`config.mk`:
```
export PLATFORM = sky130hd
export DESIGN_NAME = frustum_cull_tester_top
export DESIGN_NICKNAME = d
export VERILOG_FILES = /design/src/rtl/fcull_pkg.sv /design/src/rtl/fcull_mac.sv /design/src/rtl/frustum_cull_tester_top.sv
export SDC_FILE = /design/constraint.sdc
export NUM_CORES = 2
export LEC_CHECK = 0
export ABC_AREA = 1
export CAP_MARGIN = 20
export CORE_MARGIN = 1
export CORE_UTILIZATION = 58
export DETAILED_ROUTE_END_ITERATION = 10
export DONT_BUFFER_PORTS = 1
export PLACE_DENSITY = 0.79
export SLEW_MARGIN = 20
export SYNTH_ARGS = -nofsm -noshare
export SYNTH_HDL_FRONTEND = slang
export SYNTH_SLANG_ARGS = --single-unit
```
`constraint.sdc`:
```
create_clock -name clk -period 7.92 [get_ports clk]
set_input_delay 0 -clock clk [delete_from_list [all_inputs] [get_ports clk]]
set_output_delay 0 -clock clk [all_outputs]
set_load 0.03 [all_outputs]
```
`src/rtl/fcull_pkg.sv`:
```
// ----------------------------------------------------------------------------
// fcull_pkg
// Shared constants, types and helpers for the frustum cull tester.
// ----------------------------------------------------------------------------
`timescale 1ns / 1ps
`default_nettype none

package fcull_pkg;

    localparam int PLANE_COUNT = 6;
    localparam int FRAC_BITS   = 16;

    localparam int DATA_W  = 32;
    localparam int COEF_W  = DATA_W + 1;
    localparam int PROD_W  = COEF_W + DATA_W;
    localparam int ACC_W   = 68;
    localparam int RAD_W   = 31;

    localparam int STEP_COUNT = PLANE_COUNT * 4;
    localparam int STEP_W     = $clog2(STEP_COUNT);
    localparam int PLANE_W    = STEP_W - 2;

    typedef logic signed [DATA_W-1:0] coord_t;
    typedef logic signed [COEF_W-1:0] coef_t;
    typedef logic signed [PROD_W-1:0] prod_t;
    typedef logic signed [ACC_W-1:0]  acc_t;

    localparam coord_t FIXED_ONE = coord_t'(64'sd1 <<< FRAC_BITS);

    localparam logic [2:0] MODE_LOAD   = 3'd0;
    localparam logic [2:0] MODE_POINT  = 3'd1;
    localparam logic [2:0] MODE_SPHERE = 3'd2;
    localparam logic [2:0] MODE_BOX_IN = 3'd3;
    localparam logic [2:0] MODE_BOX_HIT = 3'd4;

    localparam logic [1:0] TERM_DIST = 2'd3;

    typedef enum logic [1:0] {
        ST_IDLE,
        ST_RUN,
        ST_DRAIN
    } state_t;

    // Tag that travels with one term down the multiply-accumulate pipe.
    typedef struct packed {
        logic       valid;
        logic [1:0] term;
        logic       last;
    } tag_t;

    // Left, bottom and near planes add the row; the others subtract it.
    function automatic logic plane_is_plus(input logic [PLANE_W-1:0] plane);
        return (plane == PLANE_W'(0)) || (plane == PLANE_W'(3)) || (plane == PLANE_W'(4));
    endfunction

endpackage

`default_nettype wire

```
`src/rtl/fcull_mac.sv`:
```
// ----------------------------------------------------------------------------
// fcull_mac
// Shared multiplier and plane accumulator; folds plane signs into a verdict.
// ----------------------------------------------------------------------------
`timescale 1ns / 1ps
`default_nettype none

module fcull_mac (
    input  wire logic                  clk,
    input  wire logic                  rst_n,
    input  wire logic                  clear,
    input  wire fcull_pkg::coef_t      coef,
    input  wire fcull_pkg::tag_t       tag,
    input  wire fcull_pkg::coord_t     lo_x,
    input  wire fcull_pkg::coord_t     lo_y,
    input  wire fcull_pkg::coord_t     lo_z,
    input  wire fcull_pkg::coord_t     hi_x,
    input  wire fcull_pkg::coord_t     hi_y,
    input  wire fcull_pkg::coord_t     hi_z,
    input  wire logic                  want_min,
    input  wire fcull_pkg::acc_t       extra,
    output logic                       done,
    output logic                       verdict
);
    import fcull_pkg::*;

    coord_t operand;
    logic   take_lo;
    prod_t  prod_reg;
    tag_t   s3_tag_reg;
    acc_t   acc_reg;
    acc_t   acc_base;
    acc_t   acc_sum;
    logic   plane_neg;
    logic   ok_reg;
    logic   done_reg;
    logic   verdict_reg;

    // corner pick: nonnegative coefficient takes the low edge for the
    // containment test, the high edge for the overlap test
    always_comb
    begin
        take_lo = (~coef[COEF_W-1]) == want_min;
        case (tag.term)
            2'd0:    operand = take_lo ? lo_x : hi_x;
            2'd1:    operand = take_lo ? lo_y : hi_y;
            2'd2:    operand = take_lo ? lo_z : hi_z;
            default: operand = FIXED_ONE;
        endcase
    end

    always_ff @(posedge clk)
    begin
        prod_reg <= coef * operand;
    end

    always_ff @(posedge clk or negedge rst_n)
    begin
        if (!rst_n)
        begin
            s3_tag_reg <= '0;
        end
        else
        begin
            s3_tag_reg <= tag;
        end
    end

    always_comb
    begin
        acc_base  = (s3_tag_reg.term == 2'd0) ? extra : acc_reg;
        acc_sum   = acc_base + {{(ACC_W-PROD_W){prod_reg[PROD_W-1]}}, prod_reg};
        plane_neg = (s3_tag_reg.term == TERM_DIST) && acc_sum[ACC_W-1];
    end

    always_ff @(posedge clk)
    begin
        if (s3_tag_reg.valid)
        begin
            acc_reg <= acc_sum;
        end
        if (s3_tag_reg.valid && s3_tag_reg.last)
        begin
            verdict_reg <= ok_reg && !plane_neg;
        end
    end

    always_ff @(posedge clk or negedge rst_n)
    begin
        if (!rst_n)
        begin
            ok_reg   <= 1'b1;
            done_reg <= 1'b0;
        end
        else
        begin
            done_reg <= s3_tag_reg.valid && s3_tag_reg.last;
            if (clear)
            begin
                ok_reg <= 1'b1;
            end
            else if (s3_tag_reg.valid && plane_neg)
            begin
                ok_reg <= 1'b0;
            end
        end
    end

    assign done    = done_reg;
    assign verdict = verdict_reg;

endmodule

`default_nettype wire

```
`src/rtl/frustum_cull_tester_top.sv`:
```
// ----------------------------------------------------------------------------
// frustum_cull_tester_top
// View-frustum plane extraction and point/sphere/box culling tests.
// ----------------------------------------------------------------------------
// Results: done and verdict are registered together at the accumulate stage.
// A new test item is accepted only while busy is low; busy falls the cycle after done.
//   Each test runs 4 terms x PLANE_COUNT planes through the shared multiplier,
//   one term per cycle, via the read/coef/multiply/accumulate pipe.
// Load items finish in the accept cycle; busy never rises for them.
// Reset (rst_n low, async): sequencer idle, no result pending; the matrix
//   memory is not cleared and must be fully loaded before any test.
// Results cannot be stalled: done is a one-cycle strobe.
`timescale 1ns / 1ps
`default_nettype none

module frustum_cull_tester_top (
    input  wire logic                           clk,
    input  wire logic                           rst_n,
    input  wire logic                           start,
    output logic                                busy,
    input  wire logic [2:0]                     mode,
    input  wire logic [1:0]                     col_index,
    input  wire logic [1:0]                     row_index,
    input  wire fcull_pkg::coord_t              matrix_value,
    input  wire fcull_pkg::coord_t              px,
    input  wire fcull_pkg::coord_t              py,
    input  wire fcull_pkg::coord_t              pz,
    input  wire logic [fcull_pkg::RAD_W-1:0]    radius,
    input  wire fcull_pkg::coord_t              qx,
    input  wire fcull_pkg::coord_t              qy,
    input  wire fcull_pkg::coord_t              qz,
    output logic                                done,
    output logic                                verdict
);
    import fcull_pkg::*;

    // ---------------------------------------------------------------- control
    state_t              state_reg;
    state_t              state_next;
    logic [STEP_W-1:0]   step_reg;
    logic                issue;
    logic                accept;
    logic                is_test;
    logic                test_accept;
    logic                load_accept;
    logic                mac_done;

    // ------------------------------------------------------- item operands
    coord_t              lo_x_reg, lo_y_reg, lo_z_reg;
    coord_t              hi_x_reg, hi_y_reg, hi_z_reg;
    logic                want_min_reg;
    logic                sphere_reg;
    logic [RAD_W-1:0]    radius_reg;
    acc_t                extra;
    logic                is_box;

    // ------------------------------------------------ matrix memory / coef
    coord_t              matrix_mem [16];
    logic [3:0]          w_addr;
    logic [3:0]          e_addr;
    logic [1:0]          term;
    logic [PLANE_W-1:0]  plane;
    coord_t              rd_w_reg;
    coord_t              rd_e_reg;
    tag_t                s1_tag_reg;
    logic [PLANE_W-1:0]  s1_plane_reg;
    coef_t               coef_reg;
    tag_t                s2_tag_reg;
    coef_t               w_ext;
    coef_t               e_ext;

    assign accept      = start && !busy;
    assign is_test     = mode inside {[MODE_POINT:MODE_BOX_HIT]};
    assign test_accept = accept && is_test;
    assign load_accept = accept && (mode == MODE_LOAD);
    assign is_box      = (mode == MODE_BOX_IN) || (mode == MODE_BOX_HIT);

    // ------------------------------------------------------------ sequencer
    always_comb
    begin
        state_next = state_reg;
        case (state_reg)
            ST_IDLE:
            begin
                if (test_accept)
                begin
                    state_next = ST_RUN;
                end
            end
            ST_RUN:
            begin
                if (step_reg == STEP_W'(STEP_COUNT - 1))
                begin
                    state_next = ST_DRAIN;
                end
            end
            ST_DRAIN:
            begin
                if (mac_done)
                begin
                    state_next = ST_IDLE;
                end
            end
            default:
            begin
                state_next = ST_IDLE;
            end
        endcase
    end

    always_comb
    begin
        case (state_reg)
            ST_IDLE:
            begin
                busy  = 1'b0;
                issue = 1'b0;
            end
            ST_RUN:
            begin
                busy  = 1'b1;
                issue = 1'b1;
            end
            default:
            begin
                busy  = 1'b1;
                issue = 1'b0;
            end
        endcase
    end

    always_ff @(posedge clk or negedge rst_n)
    begin
        if (!rst_n)
        begin
            state_reg <= ST_IDLE;
            step_reg  <= '0;
        end
        else
        begin
            state_reg <= state_next;
            if (test_accept)
            begin
                step_reg <= '0;
            end
            else if (issue)
            begin
                step_reg <= step_reg + STEP_W'(1);
            end
        end
    end

    // Capture operands; point and sphere use p for both edges so the
    // corner pick is a no-op.
    always_ff @(posedge clk)
    begin
        if (test_accept)
        begin
            lo_x_reg     <= (is_box && (qx < px)) ? qx : px;
            lo_y_reg     <= (is_box && (qy < py)) ? qy : py;
            lo_z_reg     <= (is_box && (qz < pz)) ? qz : pz;
            hi_x_reg     <= (is_box && (px < qx)) ? qx : px;
            hi_y_reg     <= (is_box && (py < qy)) ? qy : py;
            hi_z_reg     <= (is_box && (pz < qz)) ? qz : pz;
            want_min_reg <= (mode == MODE_BOX_IN);
            sphere_reg   <= (mode == MODE_SPHERE);
            radius_reg   <= radius;
        end
    end

    // radius is added at Q.(2*FRAC) scale, like the products
    assign extra = sphere_reg ? (ACC_W'(radius_reg) << FRAC_BITS) : '0;

    // ------------------------------------------------ matrix memory, stage 1
    // Column-major: element (col, row) lives at col*4 + row.
    assign term   = step_reg[1:0];
    assign plane  = step_reg[STEP_W-1:2];
    assign w_addr = {term, 2'd3};
    assign e_addr = {term, 2'(plane >> 1)};

    always_ff @(posedge clk)
    begin
        if (load_accept)
        begin
            matrix_mem[{col_index, row_index}] <= matrix_value;
        end
        rd_w_reg <= matrix_mem[w_addr];
        rd_e_reg <= matrix_mem[e_addr];
    end

    always_ff @(posedge clk or negedge rst_n)
    begin
        if (!rst_n)
        begin
            s1_tag_reg <= '0;
            s2_tag_reg <= '0;
        end
        else
        begin
            s1_tag_reg.valid <= issue;
            s1_tag_reg.term  <= term;
            s1_tag_reg.last  <= (step_reg == STEP_W'(STEP_COUNT - 1));
            s2_tag_reg       <= s1_tag_reg;
        end
    end

    // ------------------------------------------------- stage 2: coefficient
    assign w_ext = {rd_w_reg[DATA_W-1], rd_w_reg};
    assign e_ext = {rd_e_reg[DATA_W-1], rd_e_reg};

    always_ff @(posedge clk)
    begin
        s1_plane_reg <= plane;
        coef_reg     <= plane_is_plus(s1_plane_reg) ? (w_ext + e_ext) : (w_ext - e_ext);
    end

    // ------------------------------------- stages 3-4: multiply, accumulate
    fcull_mac u_mac (
        .clk      (clk),
        .rst_n    (rst_n),
        .clear    (test_accept),
        .coef     (coef_reg),
        .tag      (s2_tag_reg),
        .lo_x     (lo_x_reg),
        .lo_y     (lo_y_reg),
        .lo_z     (lo_z_reg),
        .hi_x     (hi_x_reg),
        .hi_y     (hi_y_reg),
        .hi_z     (hi_z_reg),
        .want_min (want_min_reg),
        .extra    (extra),
        .done     (mac_done),
        .verdict  (verdict)
    );

    assign done = mac_done;

endmodule

`default_nettype wire

```
==> metrics.txt <==
Synth Register Bits=992; worst reg2reg setup slack=-690 ps; clock sinks=992; via count=76,800; cell count of the worst reg-to-reg path=33; port bufs=0; pre-CTS setup slack=-864 ps; Die ar.=150,000 sq um; Crit Path Max Fanout=13; Setup WS post-layout=-688 ps; Primary FF master, synth=edfxtp_1; crit path DAT=9190 ps; Core Util, Final=0.716; CTS tree=built; synthesized area per cell=8.97 sq um; CP Launch Type=flop; critical path's largest stage delay=between 700 and 800 ps; WS Path Type=reg -> reg; Synth-to-Final Area Change=21.9%; Synthesis Warnings=0; Non-Filler Instances=12,600; Vias/cell=between 6 and 7; Crit-path slowest cell=o21ai_1; CP delay by family, top=adder cells; gpl congestion=1.05; Global Route Usage Sum=0.435; Synth async-reset ratio=0.0212; CTS Root Buffer Type=clkbuf_16; core box area=about 150,000 sq um; sequential area share after synthesis=0.326; First DRT Iteration DRCs=a little under 10,000; outcome=finished, violations left; Cell Rows=140; Critical Path Start=want_min_reg$_DFFE_PP_; max FFs per register=512; drt drc=144; Max-Slew Margin vs Limit=0.255; mapped cell area=86,000 sq um; worst min path class=in -> reg; drt pass-1 iters=11; Fin Setup TNS=-22,210 ps; RSZ-0062 raised after global routing=yes; failing checks=DRC, setup timing; first-pass GRT wire length=483 mm; DP Cell Count=11,800; R2R Path End=u_mac.prod_reg[47]$_DFF_P_; Tmin final=8610 ps; Overflow after GRT=0; WL final=between 300 and 400 mm; syn_nets=11,300; proportion of layout cells with a drive suffix above 1=0.138; NumNets Final=between 10,000 and 15,000; CP Capture Point=u_mac.prod_reg[47]$_DFF_P_; Req. time, crit path=8500 ps; fmax=roughly 0.12 GHz; largest net degree at the start of global routing=157; Unique masters post-synth=53; vias in the first global route=roughly 79,000; Hold Startpoint=px[10]; Critical R2R Launch=want_min_reg$_DFFE_PP_; most frequent cell on the critical path=fa_1; H-Tree Depth=3; initial antenna violation count=24; Final period util=1.09; CTS max path bufs=3; Initial Util=0.587; Worst Skew=92.6 ps; # setup viols final=45; Slew @ Worst Pin=about 1100 ps; Crit path depth=33; WL/cell=26.1 microns; DIE HEIGHT=387 microns; Skew-Pair Late Insertion Delay=around 780 ps; Syn Inst Count=9,586; DRT antenna net count=0; hpwl dp=230 mm; Num CTS Buffers=102; Hold Vio Cnt, Final=0; Slew Viols, Final=0; EDFF count, synth=806; CP Capture Type=flop; Top Ports=268; Max-Cap Viols=0; CP Buf/Inv Count=10; Reg clk slew, reported paths=70 ps; Horiz. Die Dim=~390 microns
==> cell usage in the layout, fill, tap and decap left out, types with 44 or more instances in the layout <==
master	n
nor2_2	80
buf_4	634
o21ai_0	478
nand3_1	415
dfxtp_1	164
fa_1	1037
o22ai_1	80
inv_2	66
dlygate4sd3_1	502
a21oi_1	259
nor2_1	1289
o21ai_1	44
nand4_1	45
fa_2	77
nand2_1	1727
clkbuf_16	108
buf_12	79
ha_4	48
ha_1	333
edfxtp_1	806
nor2_4	61
o221ai_1	51
inv_1	1542
xor2_1	121
==> area by class of cell <==
class                           count  area (sq um)
Clock buffer                      126          2680
Antenna cell                       20          50.0
Timing Repair Buffer             1262         12200
Tap cell                         1917          2400
Fill cell                       10400         41600
Sequential cell                   992         28000
Multi-Input combinational cell   6579         52600
Inverter                         1630          6150
Clock inverter                     64           757
==> kinds of logic (layout without fill, tap and decap cells) <==
family	Yosys count	after routing	synth area share
AO/OA/AOI/OAI	1133	1133	0.0739
XOR/XNOR	167	167	0.0170
adder cells (fa/ha/maj)	1497	1497	0.315
buffers and inverters	2015	3082	0.0904
flip-flops	992	992	0.326
other	0	20	0
AND/OR/NAND/NOR	3782	3782	0.178
==> synthesized netlist by cell type, types with 81 or more instances <==
library cell / count / area [sq um]
o22ai_1: 81 / 507
dfxtp_1: 165 / 3300
nand3_1: 435 / 2180
nand2_1: 1772 / 6650
fa_1: 1114 / 22300
inv_1: 1593 / 5980
ha_1: 383 / 4790
buf_2: 98 / 490
xor2_1: 129 / 1130
edfxtp_1: 806 / 24200
o21ai_0: 536 / 2680
a21oi_1: 301 / 1510
nor2_1: 1428 / 5360
clkbuf_1: 256 / 961
==> timing repair <==
item	4_1_cts	5_1_grt
hold buffers	504	0
setup endpoints to repair	50	49
endpoints found under the hold margin	846	0
pin swaps	110	100
buffers inserted	53	33
cloned	8	6
gates resized for setup	346	324
==> worst min-delay path, delay by kind of cell <==
family                 cells  cell delay (ps)
buffers and inverters      1              550
AND/OR/NAND/NOR            2              120
==> per-stage QoR <==
| stage | hold slack [ps] | instance area, sq um |
|---|---|---|
| after floorplan | -296 | 86000 |
| after global placement | -294 | 92700 |
| after detailed placement | -295 | 92700 |
| after CTS | 0.329 | 103000 |
| after global routing | 32.7 | 105000 |
| final | 13.5 | 105000 |
==> worst min path at each step <==
stage	slack [ps]	end	cells after the start
after global placement	-290	state_reg[1]$_DFFE_PN0P_	0
after global routing	30	lo_x_reg[17]$_DFFE_PP_	3
after detailed placement	-290	u_mac.done$_DFF_PN0_	0
final	10	hi_x_reg[10]$_DFFE_PP_	3
after CTS	0.3	lo_x_reg[23]$_DFFE_PP_	3
after floorplan	-300	s1_tag_reg[0]$_DFF_PN0_	0
==> layer usage <==
metal  track usage  routed length [microns]  share of wire
met5       0.00829                      300        0.00091
met4         0.283                    27800          0.084
met3         0.134                    42900           0.13
met2         0.666                   144000           0.44
met1         0.533                   114000           0.35
Power is not shown: default switching activity piles up to over one toggle a cycle in this logic, so the estimate is an artifact.
